File: config.mk
export PLATFORM = sky130hd
export DESIGN_NAME = radio_bandwidth_profile_select
export DESIGN_NICKNAME = d
export VERILOG_FILES = /design/src/design/rbps_pkg.sv /design/src/design/radio_bandwidth_profile_select.sv
export SDC_FILE = /design/constraint.sdc
export NUM_CORES = 1
export LEC_CHECK = 0
export BUFFER_PORTS_ARGS = -buffer_cell sky130_fd_sc_hd__buf_2
export CORE_MARGIN = 2
export CORE_UTILIZATION = 30
export CTS_BUF_LIST = sky130_fd_sc_hd__clkbuf_2 sky130_fd_sc_hd__clkbuf_4 sky130_fd_sc_hd__clkbuf_8
export DETAILED_ROUTE_END_ITERATION = 10
export PLACE_DENSITY_LB_ADDON = 0.08
export SETUP_SLACK_MARGIN = 0.1
export SLEW_MARGIN = 5
export SYNTH_ARGS = -nofsm -noshare
export SYNTH_HDL_FRONTEND = slang
export SYNTH_SLANG_ARGS = --single-unit
File: constraint.sdc
create_clock -name i_clk -period 18 [get_ports i_clk]
set_input_delay 1.8 -clock i_clk [delete_from_list [all_inputs] [get_ports i_clk]]
set_output_delay 1.8 -clock i_clk [all_outputs]
set_load 0.005 [all_outputs]
File: src/design/rbps_pkg.sv
// ----------------------------------------------------------------------------
// rbps_pkg
// types, codes and constant tables for receive bandwidth profile selection
// ----------------------------------------------------------------------------
package rbps_pkg;

    localparam logic [24:0] XTAL_HZ         = 25'd26000000;
    localparam logic [19:0] GUARD_RESET     = 20'd50000;
    localparam logic [19:0] AGC_LIMIT_RESET = 20'd101562;

    // modulation format, bits 6..4 of the modulation register
    localparam logic [2:0] FMT_2FSK = 3'd0;
    localparam logic [2:0] FMT_GFSK = 3'd1;
    localparam logic [2:0] FMT_OOK  = 3'd3;

    localparam logic [3:0] FILTER_OOK_CODE = 4'hA;
    localparam logic [7:0] AGC_KEEP_MASK   = 8'hF8;
    localparam logic [7:0] AGC_TIGHT_BITS  = 8'h03;
    localparam logic [7:0] AGC_OOK_VALUE   = 8'h04;

    // configuration register indexes
    localparam logic CFG_GUARD     = 1'b0;
    localparam logic CFG_AGC_LIMIT = 1'b1;

    typedef enum logic [1:0] {
        ST_NARROWED = 2'd0,
        ST_SUITABLE = 2'd1,
        ST_OOK      = 2'd2,
        ST_KEPT     = 2'd3
    } t_status;

    typedef logic [19:0] t_hz;
    typedef t_hz         t_filter_table [16];
    typedef logic [18:0] t_dev_table [64];

    // filter bandwidth per code {exponent, mantissa}: xtal / (8 * (4 + m) * 2^e)
    localparam t_filter_table FILTER_HZ = '{
        20'd812500, 20'd650000, 20'd541666, 20'd464285,
        20'd406250, 20'd325000, 20'd270833, 20'd232142,
        20'd203125, 20'd162500, 20'd135416, 20'd116071,
        20'd101562, 20'd81250,  20'd67708,  20'd58035
    };

    // rounded deviation per {exponent, mantissa}, built at elaboration
    function automatic t_dev_table build_dev_table();
        t_dev_table  tab;
        logic [63:0] n;
        logic [2:0]  m;
        logic [2:0]  e;
        for (int i = 0; i < 64; i++) begin
            m      = 3'(i);
            e      = 3'(i >> 3);
            n      = (64'(XTAL_HZ) * (64'd8 + 64'(m))) << e;
            tab[i] = 19'((n + 64'd65536) >> 17);
        end
        return tab;
    endfunction

    localparam t_dev_table DEV_HZ = build_dev_table();

    typedef struct packed {
        logic [7:0] modem_cfg2;
        logic [7:0] modem_cfg3;
        logic [7:0] modem_cfg4;
        logic [7:0] deviation_reg;
        logic [7:0] agc_ctrl2;
        logic       agc_present;
    } t_in_item;

    typedef struct packed {
        t_status     profile_status;
        logic [7:0]  new_modem_cfg4;
        logic [7:0]  new_agc_ctrl2;
        logic [19:0] rx_filter_hz;
        logic [20:0] data_rate_hz;
        logic [18:0] deviation_hz;
    } t_out_item;

endpackage

File: src/design/radio_bandwidth_profile_select.sv
// ----------------------------------------------------------------------------
// radio_bandwidth_profile_select: receive filter and agc profile per preset
// input register, then result register; one transfer per cycle while i_stall is low
// rate set by a single pass of rate multiply, add and 16 parallel compares
// reset (synchronous, active low) empties both stages and restores config
// ----------------------------------------------------------------------------
module radio_bandwidth_profile_select
    import rbps_pkg::*;
(
    input  logic        i_clk,
    input  logic        i_rst_n,
    // configuration write port
    input  logic        i_cfg_we,
    input  logic        i_cfg_index,
    input  logic [19:0] i_cfg_data,
    // input channel
    input  logic        i_valid,
    output logic        o_stall,
    input  t_in_item    i_item,
    // result channel
    output logic        o_valid,
    input  logic        i_stall,
    output t_out_item   o_item
);

    // configuration registers
    logic [19:0] r_guard;
    logic [19:0] r_agc_limit;

    // input stage
    logic        r_in_valid;
    t_in_item    r_in;

    // result stage
    logic        r_out_valid;
    t_out_item   r_out;

    logic        adv_out;
    logic        load_in;
    logic        n_in_valid;

    // datapath
    logic [2:0]  fmt;
    logic [33:0] rate_prod;
    logic [48:0] rate_shift;
    logic [48:0] rate_round;
    logic [20:0] rate;
    logic [18:0] dev;
    logic [21:0] need;
    logic [3:0]  pick_code;
    t_hz         pick_hz;
    t_hz         bw_orig;
    t_out_item   n_out;

    // ---------------------------------------------------------------- config
    always_ff @(posedge i_clk) begin
        if (!i_rst_n) begin
            r_guard     <= GUARD_RESET;
            r_agc_limit <= AGC_LIMIT_RESET;
        end else if (i_cfg_we) begin
            unique case (i_cfg_index)
                CFG_GUARD:     r_guard     <= i_cfg_data;
                CFG_AGC_LIMIT: r_agc_limit <= i_cfg_data;
            endcase
        end
    end

    // ------------------------------------------------------------ handshake
    // result register frees when empty or when its transfer completes;
    // the input register holds one item while a result waits
    assign adv_out  = !r_out_valid || !i_stall;
    assign o_stall  = r_in_valid && !adv_out;
    assign load_in  = i_valid && !o_stall;
    assign n_in_valid = load_in || (r_in_valid && !adv_out);

    always_ff @(posedge i_clk) begin
        if (!i_rst_n) begin
            r_in_valid  <= 1'b0;
            r_out_valid <= 1'b0;
        end else begin
            r_in_valid <= n_in_valid;
            if (adv_out) begin
                r_out_valid <= r_in_valid;
            end
        end
    end

    always_ff @(posedge i_clk) begin
        if (load_in) begin
            r_in <= i_item;
        end
        if (adv_out && r_in_valid) begin
            r_out <= n_out;
        end
    end

    // ------------------------------------------------------------- datapath
    assign fmt = r_in.modem_cfg2[6:4];

    // data rate: round((256 + mantissa) * xtal * 2^e / 2^28)
    assign rate_prod  = 34'({1'b1, r_in.modem_cfg3}) * 34'(XTAL_HZ);
    assign rate_shift = 49'(rate_prod) << r_in.modem_cfg4[3:0];
    assign rate_round = rate_shift + (49'd1 << 27);
    assign rate       = rate_round[48:28];

    // deviation straight from the constant table, bits 7 and 3 unused
    assign dev = DEV_HZ[{r_in.deviation_reg[6:4], r_in.deviation_reg[2:0]}];

    assign need = 22'(rate) + 22'({dev, 1'b0}) + 22'(r_guard);

    assign bw_orig = FILTER_HZ[r_in.modem_cfg4[7:4]];

    // narrowest covering code wins; widest filter when none covers
    always_comb begin
        pick_code = 4'd0;
        pick_hz   = FILTER_HZ[0];
        for (int c = 0; c < 16; c++) begin
            if (22'(FILTER_HZ[c]) >= need) begin
                pick_code = 4'(c);
                pick_hz   = FILTER_HZ[c];
            end
        end
    end

    always_comb begin
        n_out.profile_status  = ST_KEPT;
        n_out.new_modem_cfg4  = r_in.modem_cfg4;
        n_out.new_agc_ctrl2   = r_in.agc_ctrl2;
        n_out.rx_filter_hz    = bw_orig;
        n_out.data_rate_hz    = '0;
        n_out.deviation_hz    = '0;
        priority if (fmt == FMT_OOK) begin
            n_out.profile_status  = ST_OOK;
            n_out.new_modem_cfg4  = {FILTER_OOK_CODE, r_in.modem_cfg4[3:0]};
            n_out.new_agc_ctrl2   = AGC_OOK_VALUE;
            n_out.rx_filter_hz    = FILTER_HZ[FILTER_OOK_CODE];
        end else if (fmt == FMT_2FSK || fmt == FMT_GFSK) begin
            n_out.data_rate_hz = rate;
            n_out.deviation_hz = dev;
            if (pick_hz >= bw_orig) begin
                n_out.profile_status = ST_SUITABLE;
            end else begin
                n_out.profile_status  = ST_NARROWED;
                n_out.new_modem_cfg4  = {pick_code, r_in.modem_cfg4[3:0]};
                n_out.rx_filter_hz    = pick_hz;
                // tighter agc target for narrow filters
                if (r_in.agc_present && pick_hz <= r_agc_limit) begin
                    n_out.new_agc_ctrl2 = (r_in.agc_ctrl2 & AGC_KEEP_MASK) | AGC_TIGHT_BITS;
                end
            end
        end else begin
            n_out.profile_status = ST_KEPT;
        end
    end

    assign o_valid = r_out_valid;
    assign o_item  = r_out;

    // ----------------------------------------------------------- assertions
    // ook result always carries the fixed filter and agc value
    a_ook_profile: assert property (@(posedge i_clk) disable iff (!i_rst_n)
        o_valid && o_item.profile_status == ST_OOK |->
            o_item.new_agc_ctrl2 == AGC_OOK_VALUE &&
            o_item.rx_filter_hz == FILTER_HZ[FILTER_OOK_CODE])
        else $error("ook profile fields wrong");

    // only fm results report a rate or a deviation
    a_no_fm_fields: assert property (@(posedge i_clk) disable iff (!i_rst_n)
        o_valid && (o_item.profile_status == ST_OOK ||
                    o_item.profile_status == ST_KEPT) |->
            o_item.data_rate_hz == '0 && o_item.deviation_hz == '0)
        else $error("rate or deviation reported for non-fm item");

    // a held input item is neither dropped nor overwritten
    a_in_hold: assert property (@(posedge i_clk) disable iff (!i_rst_n)
        r_in_valid && !adv_out |=> r_in_valid && $stable(r_in))
        else $error("input stage lost a held item");

    // narrowing always lowers the bandwidth below the original filter
    a_narrowed: assert property (@(posedge i_clk) disable iff (!i_rst_n)
        r_in_valid && adv_out && n_out.profile_status == ST_NARROWED |->
            n_out.rx_filter_hz < bw_orig)
        else $error("narrowed profile not narrower");

endmodule

* Word level (Yosys, flattened, before mapping) *
Memories as Yosys holds them, arrays and structs flattened.
Index checks and enable logic that the tools add are counted.
Widths: inputs -> output; s select.

storage, ports and cells
  register bits after elaboration = 159
  bits in read-only memories = 1536
  bits of input ports = 67
  output and inout port bits = 80
  word-level logic and storage cells = 105
  memories = 2

cells by class
  $add $sub $neg = 3
  $mul = 1
  $lt $le $gt $ge = 19
  eq/ne operators = 2
  shift operators = 1
  multiplexer cells = 40
  bitwise logic cells = 4
  reductions and logical operators = 15

memory list
  memory           words  width  read ports  clocked after memory_dff  wr ports  line                                   source
  (no name shown)  64     19     1           0                         0         radio_bandwidth_profile_select.sv:107  assign dev = DEV_HZ[{r_in.deviation_reg[6:4], r_in.deviation_reg[2:0]}];
  (no name shown)  16     20     1           0                         0         radio_bandwidth_profile_select.sv:111  assign bw_orig = FILTER_HZ[r_in.modem_cfg4[7:4]];

operator list
  operator                number
  $mux 20                 16
  $ge 17x22->1 const A    4
  $ge 18x22->1 const A    4
  $ge 19x22->1 const A    4
  $mux 76                 1
  $mux 19                 3
  $mux 4                  14
  $add 49x28->49 const B  1
  $shl 34x4->49           1
  $ge 20x22->1 const A    2
  $mux 36                 1
  $mux 32                 1
  $mul 9x18->27 const B   1
  $add 21x20->22          1
  $add 22x20->22          1
  $ge 16x22->1 const A    1
  $ge 20x20->1            1
  $le 20x20->1            1
  $ge 7x7->1 const B      1
  $not 6->7               1
  $ge 5x5->1 const B      1
  $not 4->5               1
  $logic_and 1x1->1       4
  $logic_not 1->1         4
  9 further kinds         15

* Longest topological paths before layout *
Gate-level depths: netlist of run 1.

  depth after elaboration = 28
  depth in mapped cells = 58
  mapped depth without buffers = 54

* Worst setup path before layout of run 1 *
OpenSTA, ideal clock, no wires.

  path type = reg-to-reg
  start = register r_in[28] (netlist bit)
  end = register r_out, in the netlist o_item[72] (data pin)
  library setup time = 271 ps
  arrival = 12174 ps
  required time = 17729 ps
  slack = 5555 ps
  stages on the path, launching flop included = 56
  buffers on the path = 4
  period minus slack after synthesis = 12445 ps
  path through = edfxtp_1 > fa_1 > inv_1 > fa_1 > inv_1 > fa_1 > inv_1 > fa_1 > inv_1 > ha_1 > buf_4 > a21o_1 > a211oi_2 > a31oi_4 > xnor2_1 > o21ai_0 > mux2i_1 > a22oi_1 > (+20 left out) > a41oi_1 > o21bai_1 > a31oi_1 > o21ai_0 > inv_1 > ha_1 > nand2b_1 > a21o_1 > a21o_1 > a21o_1 > a21o_1 > a21oi_1 > o211ai_1 > a41oi_1 > o21a_1 > clkbuf_1 > buf_1 > a21oi_1

on the way
  longest elaborated chain between the ends = 24
  elaborated cells between the ends (all ways) = 53
  those cells by class = add/sub: 3; mul: 1; order compare: 16; shift: 1; mux: 32

RTL lines
  what                    line                                   source
  start, declared         radio_bandwidth_profile_select.sv:32   t_in_item r_in;
  start signal, assigned  radio_bandwidth_profile_select.sv:90   r_in <= i_item;
  $mul 9x18->27 (*)       radio_bandwidth_profile_select.sv:101  assign rate_prod = 34'({1'b1, r_in.modem_cfg3}) * 34'(XTAL_HZ);
  $shl 34x4->49 (*)       radio_bandwidth_profile_select.sv:102  assign rate_shift = 49'(rate_prod) << r_in.modem_cfg4[3:0];
  $add 49x28->49 (*)      radio_bandwidth_profile_select.sv:103  assign rate_round = rate_shift + (49'd1 << 27);
  $add 21x20->22 (*)      radio_bandwidth_profile_select.sv:109  assign need = 22'(rate) + 22'({dev, 1'b0}) + 22'(r_guard);
  $add 22x20->22 (*)      radio_bandwidth_profile_select.sv:109
  $ge 20x22->1            radio_bandwidth_profile_select.sv:118  if (22'(FILTER_HZ[c]) >= need) begin
  $mux 19                 radio_bandwidth_profile_select.sv:118
  $mux 20 (14 in series)  radio_bandwidth_profile_select.sv:118
  $ge 20x20->1            radio_bandwidth_profile_select.sv:140  if (pick_hz >= bw_orig) begin
  $mux 36 (*)             radio_bandwidth_profile_select.sv:140
  $mux 76 (*)             radio_bandwidth_profile_select.sv:137  end else if (fmt == FMT_2FSK || fmt == FMT_GFSK) begin
  end signal, assigned    radio_bandwidth_profile_select.sv:93   r_out <= n_out;
  end, declared           radio_bandwidth_profile_select.sv:36   t_out_item r_out;

Mark *: on every way between the ends. The rest lies on a longest branch, timed or not.
A chain may end at the register's enable or synchronous reset.

* Worst setup path after layout of run 1 *
  start = register r_in[31] (netlist bit)
  end = register r_out, in the netlist o_item[40] (data pin)

on the way
  longest elaborated chain between the ends = 24
  elaborated cells between the ends (all ways) = 38
  those cells by class = add/sub: 3; mul: 1; order compare: 16; shift: 1; mux: 17

RTL lines
  what                    line
  $mul 9x18->27 (*)       radio_bandwidth_profile_select.sv:101
  $shl 34x4->49 (*)       radio_bandwidth_profile_select.sv:102
  $add 49x28->49 (*)      radio_bandwidth_profile_select.sv:103
  $add 21x20->22 (*)      radio_bandwidth_profile_select.sv:109
  $add 22x20->22 (*)      radio_bandwidth_profile_select.sv:109
  $ge 20x22->1            radio_bandwidth_profile_select.sv:118
  $mux 19                 radio_bandwidth_profile_select.sv:118
  $mux 20 (13 in series)  radio_bandwidth_profile_select.sv:118
  $mux 20 (*)             radio_bandwidth_profile_select.sv:118
  $ge 20x20->1            radio_bandwidth_profile_select.sv:140
  $mux 36 (*)             radio_bandwidth_profile_select.sv:140
  $mux 76 (*)             radio_bandwidth_profile_select.sv:137

Marks and branches as above.

==> parameters.txt, run 1 <==
Parameter                              Value

Run status
  Outcome ... finished, final reports clean

Power
  Leakage ... roughly 7.5 nW
  Overall Power ... roughly 3.6 mW
  Highest ir drop seen on vdd ... ~110 uV
  Power per cell area ... 196.9 nW/um^2

Yosys
  Net count after synthesis ... 2239
  Synthesized area ... 16400 um^2
  Synthesized area divided by synthesized cell count ... slightly above 8 um^2
  Sequential element share of the synthesized area ... 25.64%
  Area leader, netlist ... edfxtp_1
  Number of synthesized flops with an enable pin ... 112
  Count of yosys warnings during synthesis ... 0
  Ys async rst share ... 0%
  Main area contributors after synthesis ... edfxtp_1 (21%), ha_1 (11%), fa_1 (6.8%)
  Primary FF master, synth ... edfxtp_1
  Instance count of the mapped netlist ... 1976
  Flop and latch count out of synthesis ... about 150
  Fraction of post-synthesis cell area in the top cell type by area ... just over 20%
  Number of distinct standard cells referenced by the synthesized netlist ... 108

Floorplan
  Initial cell density of the core ... 30.41%
  Number of top-level design ports ... 147
  Die width ... 237.8 um
  Die span in y ... 237.8 um
  Full die area ... 56540 um^2
  Number of cell rows ... 85
  Floorplan core area ... 53920 um^2

Worst setup path
  CP Data Required Time ... 18300 ps
  Gate family responsible for the most delay along the worst path ... compound AO/OA/AOI/OAI gates
  Critical path launch point type ... flip-flop
  Standard cell with the maximum stage delay on the critical path ... a41oi_1
  Worst setup EP type ... flip-flop
  Worst Path Arrival ... 15570 ps
  Crit-path most repeated cell ... inv_1
  Slowest Stage Delay on Critical Path ... 850 ps
  CP bufs+invs ... 9
  Worst Path Max Fanout ... 17
  Class of the most critical setup path ... reg2reg

Global routing
  Global route total overflow ... 0
  Pin count of the biggest net entering global routing ... 79
  Wire length of the first global-routing pass ... roughly 86000 um
  Vias in the first global route ... 14570
  Antenna violations before repair ... 10
  Tot GR Track Use ... 19.71%

Job
  Max-cap viol count ... 0

STA
  Total Negative Setup Slacks ... 0 ps
  Highest Clock Rate ... 65.48 MHz
  Number of failing setup endpoints in the final timing report ... 0
  Tmin final ... 15270 ps
  Max Slew Vio Count ... 0
  Clk_skew ... 20.46 ps
  Final count of hold timing violations ... 0
  Slew at the pin closest to its max-slew limit ... 1134 ps
  Normalized max-slew margin ... 24.40%
  Final Cycle Share ... 84.85%
  Setup repair after global routing missed its margin ... false

Final layout
  Leading cell type in the layout, fill and taps excluded ... nand2_1
  Fraction of layout instances using a drive strength above 1 ... 12.54%
  Most used cells in the layout excluding fill and tap cells ... nand2_1 (208), inv_1 (172), nor2_1 (163), ha_1 (140), buf_2 (139)
  Area of the multi-input gates ... 11130 um^2
  Area taken by flip-flops and latches ... between 4000 and 5000 um^2
  Layout net count ... 2308
  P&R area growth vs syn ... 10.36%
  Filler Cells Inserted ... 5678

Clock tree
  CTS clk-pin slew, worst paths ... approximately 100 ps
  Hold buffers post-CTS ... 0
  Total clock buffers created by CTS ... 17
  Number of clock sinks seen by CTS ... 154
  TritonCTS clock tree ... done
  H-tree depth ... 4
  Maximum clock path buffer count ... 2
  CTS Root Cell ... clkbuf_8
  Count of instances resized after the clock tree is built ... 0
  Later-pin clock latency in the skew report ... roughly 550 ps
  Setup fix buffers added after clock tree synthesis ... 0

Detailed routing
  Routed Antenna Nets ... 0
  Final wirelength ... 55250 um
  Length of the first detailed-routing pass in iterations ... 7
  Mean routed wirelength per cell ... 20.03 um
  Total vias in the final route ... 14930
  Iteration-0 DRC Markers ... approximately 1200
  DRC ... 0
  Average vias per placed instance ... 5.413

Place
  RePlAce Congestion ... about 0.9
  Port Buf Inserts ... 139
  Post-detailed-placement half-perimeter wirelength ... 43920 um

Hold path
  Hold WC Path Type ... reg2reg
## kinds of logic (layout without fill, tap and decap cells)
| family | after synthesis | count (layout) | share of synthesized area, % |
|---|---|---|---|
| fa+ha+maj | 196 | 196 | 17.52 |
| mux | 28 | 28 | 2.121 |
| buf+inv | 281 | 363 | 6.616 |
| xor+xnor | 46 | 46 | 2.503 |
| flops | 154 | 154 | 25.64 |
| simple gates | 665 | 665 | 19.86 |
| other cells | 0 | 4 | 0 |
| compound gates | 606 | 606 | 25.75 |
## per-stage QoR
stage                     instances  setup slack, ps  hold WS (ps)  util, %  instance area, um^2
final                          2758             2727         468.4    33.56                18100
after global routing           2756             1530         503.0    33.55                18090
after CTS                      2754             2643         472.1    33.54                18090
after detailed placement       2722             2718         458.2    32.81                17690
after global placement         2722             2793         455.9    32.81                17690
after floorplan                1976             5555         424.4        -                16400
## power by group
part / switching (mW) / leakage, nW / internal [mW]
Combinational: 1.85 / 5.87 / 0.998
Sequential: 0.0149 / 1.40 / 0.419
Clock: 0.163 / 0.190 / 0.116
## sequential cells by signal, indices dropped and copies added, names as in the netlist
register and flops:
fmt 3, o_item 78, r_agc_limit 20, r_guard 20, o_valid 1, r_in_valid 1
r_in 31
## synthesized netlist by cell type, drive strengths merged, types with 9 or more instances
cell type / number
nand2: 208
inv: 173
nor2: 163
ha: 140
a21oi: 137
o21ai: 128
edfxtp: 112
clkbuf: 84
fa: 56
nor3: 48
nand3: 46
dfxtp: 42
a21o: 41
o211ai: 36
a21boi: 34
and2: 32
nand2b: 29
a211oi: 26
nand4: 26
nor2b: 25
o31ai: 25
xnor2: 25
buf: 23
xor2: 21
mux2i: 20
a31oi: 19
o21a: 19
or2: 16
or3: 16
and3: 15
o2111ai: 11
nor4: 10
o32ai: 9
## layer usage
metal | track usage [%] | share of wire (%)
met5 | 0 | 0.12
met4 | 6.442 | 2.4
met3 | 3.507 | 5.0
met2 | 29.59 | 43
met1 | 28.41 | 50
## area by class of cell
type,count,area share [%]
Multi-Input combinational cell,1541,61.53
Sequential cell,154,23.23
Tap cell,696,4.812
Timing Repair Buffer,157,4.591
Inverter,174,3.609
Clock buffer,18,1.334
Clock inverter,14,0.8366
Antenna cell,4,0.05531
## path summary, 6_finish.rpt
check                                    from                     endpoint  slack, ps  depth (start not counted)
setup / recovery           r_in[31]$_DFFE_PP_     o_item[40]$_SDFFCE_PN0P_       2730                         53
hold / removal    r_agc_limit[6]$_SDFFE_PN0P_  r_agc_limit[6]$_SDFFE_PN0P_        470                          2
setup reg to reg           r_in[31]$_DFFE_PP_     o_item[40]$_SDFFCE_PN0P_       2730                         53
hold reg to reg   r_agc_limit[6]$_SDFFE_PN0P_  r_agc_limit[6]$_SDFFE_PN0P_        470                          2
## worst register-to-register path: cells and delay by family, from the launching register on
kind / cells / cell delay (ps)
xor gates and xnor gates: 5 / 1430
adders and majority gates: 8 / 3080
buffers and inverters: 9 / 1260
and+or+nand+nor: 8 / 2320
AOI/OAI and AO/OA: 22 / 6160
DFF: 1 / 560
muxes: 1 / 210
No activity file was read; power rests on OpenSTA's default activity.
==> run 2, diff against run 1 <==
==> constraint.sdc (replaced) <==
create_clock -name i_clk -period 15.42 [get_ports i_clk]
set_input_delay 1.542 -clock i_clk [delete_from_list [all_inputs] [get_ports i_clk]]
set_output_delay 1.542 -clock i_clk [all_outputs]
set_load 0.005 [all_outputs]
==> parameters.txt, run 2 (synthesis gave the netlist of run 1 again) <==
Parameter                              Value

Place
  Worst setup timing slack at the placement stage ... 1125 ps (was 2718 ps)
  Area after DPL ... 17720 um^2 (was 17690 um^2)
  Port Buf Inserts ... 139 (unchanged)
  RePlAce Congestion ... 0.8767 (was 0.8828)
  Post-detailed-placement half-perimeter wirelength ... 44180 um (was 43920 um)

Floorplan
  Number of cell rows ... 85 (unchanged)
  Die width ... 237.8 um (unchanged)
  Full die area ... 56540 um^2 (unchanged)
  Initial cell density of the core ... 30.41% (unchanged)
  Number of top-level design ports ... 147 (unchanged)
  Die span in y ... 237.8 um (unchanged)
  Floorplan core area ... 53920 um^2 (unchanged)

Hold path
  Hold WC Path Type ... reg2reg (unchanged)

Worst setup path
  Standard cell with the maximum stage delay on the critical path ... fa_1 (was a41oi_1)
  Gate family responsible for the most delay along the worst path ... compound AO/OA/AOI/OAI gates (unchanged)
  Critical path launch point type ... flip-flop (unchanged)
  Crit-path most repeated cell ... inv_1 (unchanged)
  Logic depth of the worst path, buffers included ... 55 (was 53)
  Slowest Stage Delay on Critical Path ... 580 ps (was 850 ps)
  Worst Path Arrival ... 14420 ps (was 15570 ps)
  CP bufs+invs ... 12 (was 9)
  Setup crit start ... r_in[28]$_DFFE_PP_ (was r_in[31]$_DFFE_PP_)
  Worst setup EP type ... flip-flop (unchanged)
  Number of cells traversed by the worst register-to-register path ... 55 (was 53)
  Worst setup path end ... o_item[40]$_SDFFCE_PN0P_ (unchanged)
  RR Startpoint ... r_in[28]$_DFFE_PP_ (was r_in[31]$_DFFE_PP_)
  Class of the most critical setup path ... reg2reg (unchanged)
  RR Endpoint ... o_item[40]$_SDFFCE_PN0P_ (unchanged)
  Worst reg-to-reg setup slack ... 1320 ps (was 2730 ps)
  CP Data Required Time ... 15730 ps (was 18300 ps)
  Worst Path Max Fanout ... 9 (was 17)

Detailed routing
  WL met3 ... 2770 um (was 2774 um)
  Total vias in the final route ... 14770 (was 14930)
  Total routed wire length on the met1 layer ... 27760 um (was 27440 um)
  DRC ... 0 (unchanged)
  Iteration-0 DRC Markers ... 1063 (was 1214)
  Mean routed wirelength per cell ... 20.15 um (was 20.03 um)
  Average vias per placed instance ... 5.351 (was 5.413)
  Routed Antenna Nets ... 0 (unchanged)
  Final wirelength ... 55640 um (was 55250 um)
  Length of routed met2 wiring ... 23900 um (was 23630 um)
  Highest metal used ... met5 (unchanged)
  Length of the first detailed-routing pass in iterations ... 7 (unchanged)

Final layout
  Leading cell type in the layout, fill and taps excluded ... nand2_1 (unchanged)
  Flip-flop count of the largest register, all copies and words added ... 78 (unchanged)
  Cell area after layout ... 18170 um^2 (was 18100 um^2)
  Fraction of layout instances using a drive strength above 1 ... 12.66% (was 12.54%)
  P&R area growth vs syn ... 10.83% (was 10.36%)
  Final cell utilization of the core ... 33.70% (was 33.56%)
  Layout net count ... 2312 (was 2308)
  Most used cells in the layout excluding fill and tap cells ... nand2_1 (208), inv_1 (172), nor2_1 (163), ha_1 (140), buf_2 (139) (unchanged)
  Filler Cells Inserted ... 5648 (was 5678)

Global routing
  Wire length of the first global-routing pass ... 86180 um (was 85860 um)
  Global route total overflow ... 0 (unchanged)
  Tot GR Track Use ... 19.76% (was 19.71%)
  Pin count of the biggest net entering global routing ... 79 (unchanged)
  Antenna violations before repair ... 12 (was 10)
  Vias in the first global route ... 14520 (was 14570)

Power
  Switching portion of total power ... 56.79% (was 56.97%)
  Power share of the clock group ... 8.3% (was 7.8%)
  Power per cell area ... 232.7 nW/um^2 (was 196.9 nW/um^2)
  Leakage ... 7.515 nW (was 7.463 nW)
  Internal ... 1.827 mW (was 1.533 mW)
  NetSw ... 2.401 mW (was 2.030 mW)
  Power share of the sequential group ... 12.0% (was 12.2%)
  Logic gate share of total power ... 79.7% (was 80.0%)
  Highest ir drop seen on vdd ... 102.3 uV (was 106.0 uV)

Clock tree
  Setup fix buffers added after clock tree synthesis ... 0 (unchanged)
  H-tree depth ... 4 (unchanged)
  Total clock buffers created by CTS ... 17 (unchanged)
  Maximum clock path buffer count ... 2 (unchanged)
  TritonCTS clock tree ... done (unchanged)
  CTS Root Cell ... clkbuf_8 (unchanged)
  Number of clock sinks seen by CTS ... 154 (unchanged)
  Later-pin clock latency in the skew report ... 560 ps (was 550 ps)
  CTS clk-pin slew, worst paths ... 100 ps (about the same)

STA
  Slew at the pin closest to its max-slew limit ... 1118 ps (was 1134 ps)
  Final count of hold timing violations ... 0 (unchanged)
  Highest Clock Rate ... 70.90 MHz (was 65.48 MHz)
  Setup repair after global routing missed its margin ... false (unchanged)
  Final Cycle Share ... 91.46% (was 84.85%)
  Final setup margin ... 1316 ps (was 2727 ps)
  Number of failing setup endpoints in the final timing report ... 0 (unchanged)
  Tmin final ... 14100 ps (was 15270 ps)
  Max Slew Vio Count ... 0 (unchanged)
  Total Negative Setup Slacks ... 0 ps (unchanged)
  Clk_skew ... 18.10 ps (was 20.46 ps)
  Normalized max-slew margin ... 25.47% (was 24.40%)
  Final Hold Slack ... 469.1 ps (was 468.4 ps)

Run status
  Outcome ... finished, final reports clean (unchanged)

Job
  Max-cap viol count ... 0 (unchanged)
## run 2: changes by cell type in the layout (fill, tap and decap cells not counted), moves of 2 or more
| cell | change |
|---|---|
| buf_4 | +4 |
| clkinv_8 | +4 |
| clkinvlp_4 | -4 |
| inv_8 | -3 |
| inv_6 | +2 |
## run 2: worst min path at each step
stage,from,end,slack [ps],depth (start not counted)
CTS,r_guard[5]$_SDFFE_PN0P_,r_guard[5]$_SDFFE_PN0P_,470,2
floorplan,r_in[19]$_DFFE_PP_,o_item[70]$_DFFE_PP_,420,0
finish,r_guard[5]$_SDFFE_PN0P_,r_guard[5]$_SDFFE_PN0P_,470,2
global route,r_agc_limit[19]$_SDFFE_PN0P_,r_agc_limit[19]$_SDFFE_PN0P_,500,2
detailed placement,r_guard[5]$_SDFFE_PN0P_,r_guard[5]$_SDFFE_PN0P_,460,2
global placement,r_agc_limit[6]$_SDFFE_PN0P_,r_agc_limit[6]$_SDFFE_PN0P_,460,2
## run 2: metrics by stage
stage	total power [mW]	std cells
after floorplan	2.898	1976
after global placement	3.841	2726
after detailed placement	3.839	2726
after CTS	4.226	2758
after global routing	4.632	2760
final	4.229	2761
## run 2: area by class of cell
| type | instances | area, um^2 | share of cell area [%] |
|---|---|---|---|
| Antenna cell | 3 | 7.507 | 0.04131 |
| Sequential cell | 154 | 4204 | 23.13 |
| Tap cell | 696 | 870.8 | 4.792 |
| Clock buffer | 17 | 234.0 | 1.288 |
| Timing Repair Buffer | 161 | 860.8 | 4.737 |
| Clock inverter | 15 | 205.2 | 1.129 |
| Multi-Input combinational cell | 1541 | 11140 | 61.28 |
| Inverter | 174 | 653.1 | 3.594 |
## run 2: worst min-delay path: stages, from the launching register on
cell and delay, ps:
dfxtp_1 320, nand2_1 50, a21boi_0 60
## run 2: what timing repair did
action / in CTS / in global routing
resized for setup: 0 / 2
endpoints found under the setup margin: 0 / 14
hold buffers: 0 / 0
## run 2: power by group through the flow
stage	clock network (mW)	registers (mW)	logic, mW
global placement	0	0.516	3.32
finish	0.351	0.507	3.37
detailed placement	0	0.517	3.32
CTS	0.367	0.508	3.35
global route	0.381	0.511	3.74
floorplan	0	0.515	2.38
## run 2: layer usage
layer	global-route usage [%]	vias up
met5	0	-
met4	5.489	18
met3	3.960	66
met2	30.11	352
met1	28.24	7003
li1	-	7334
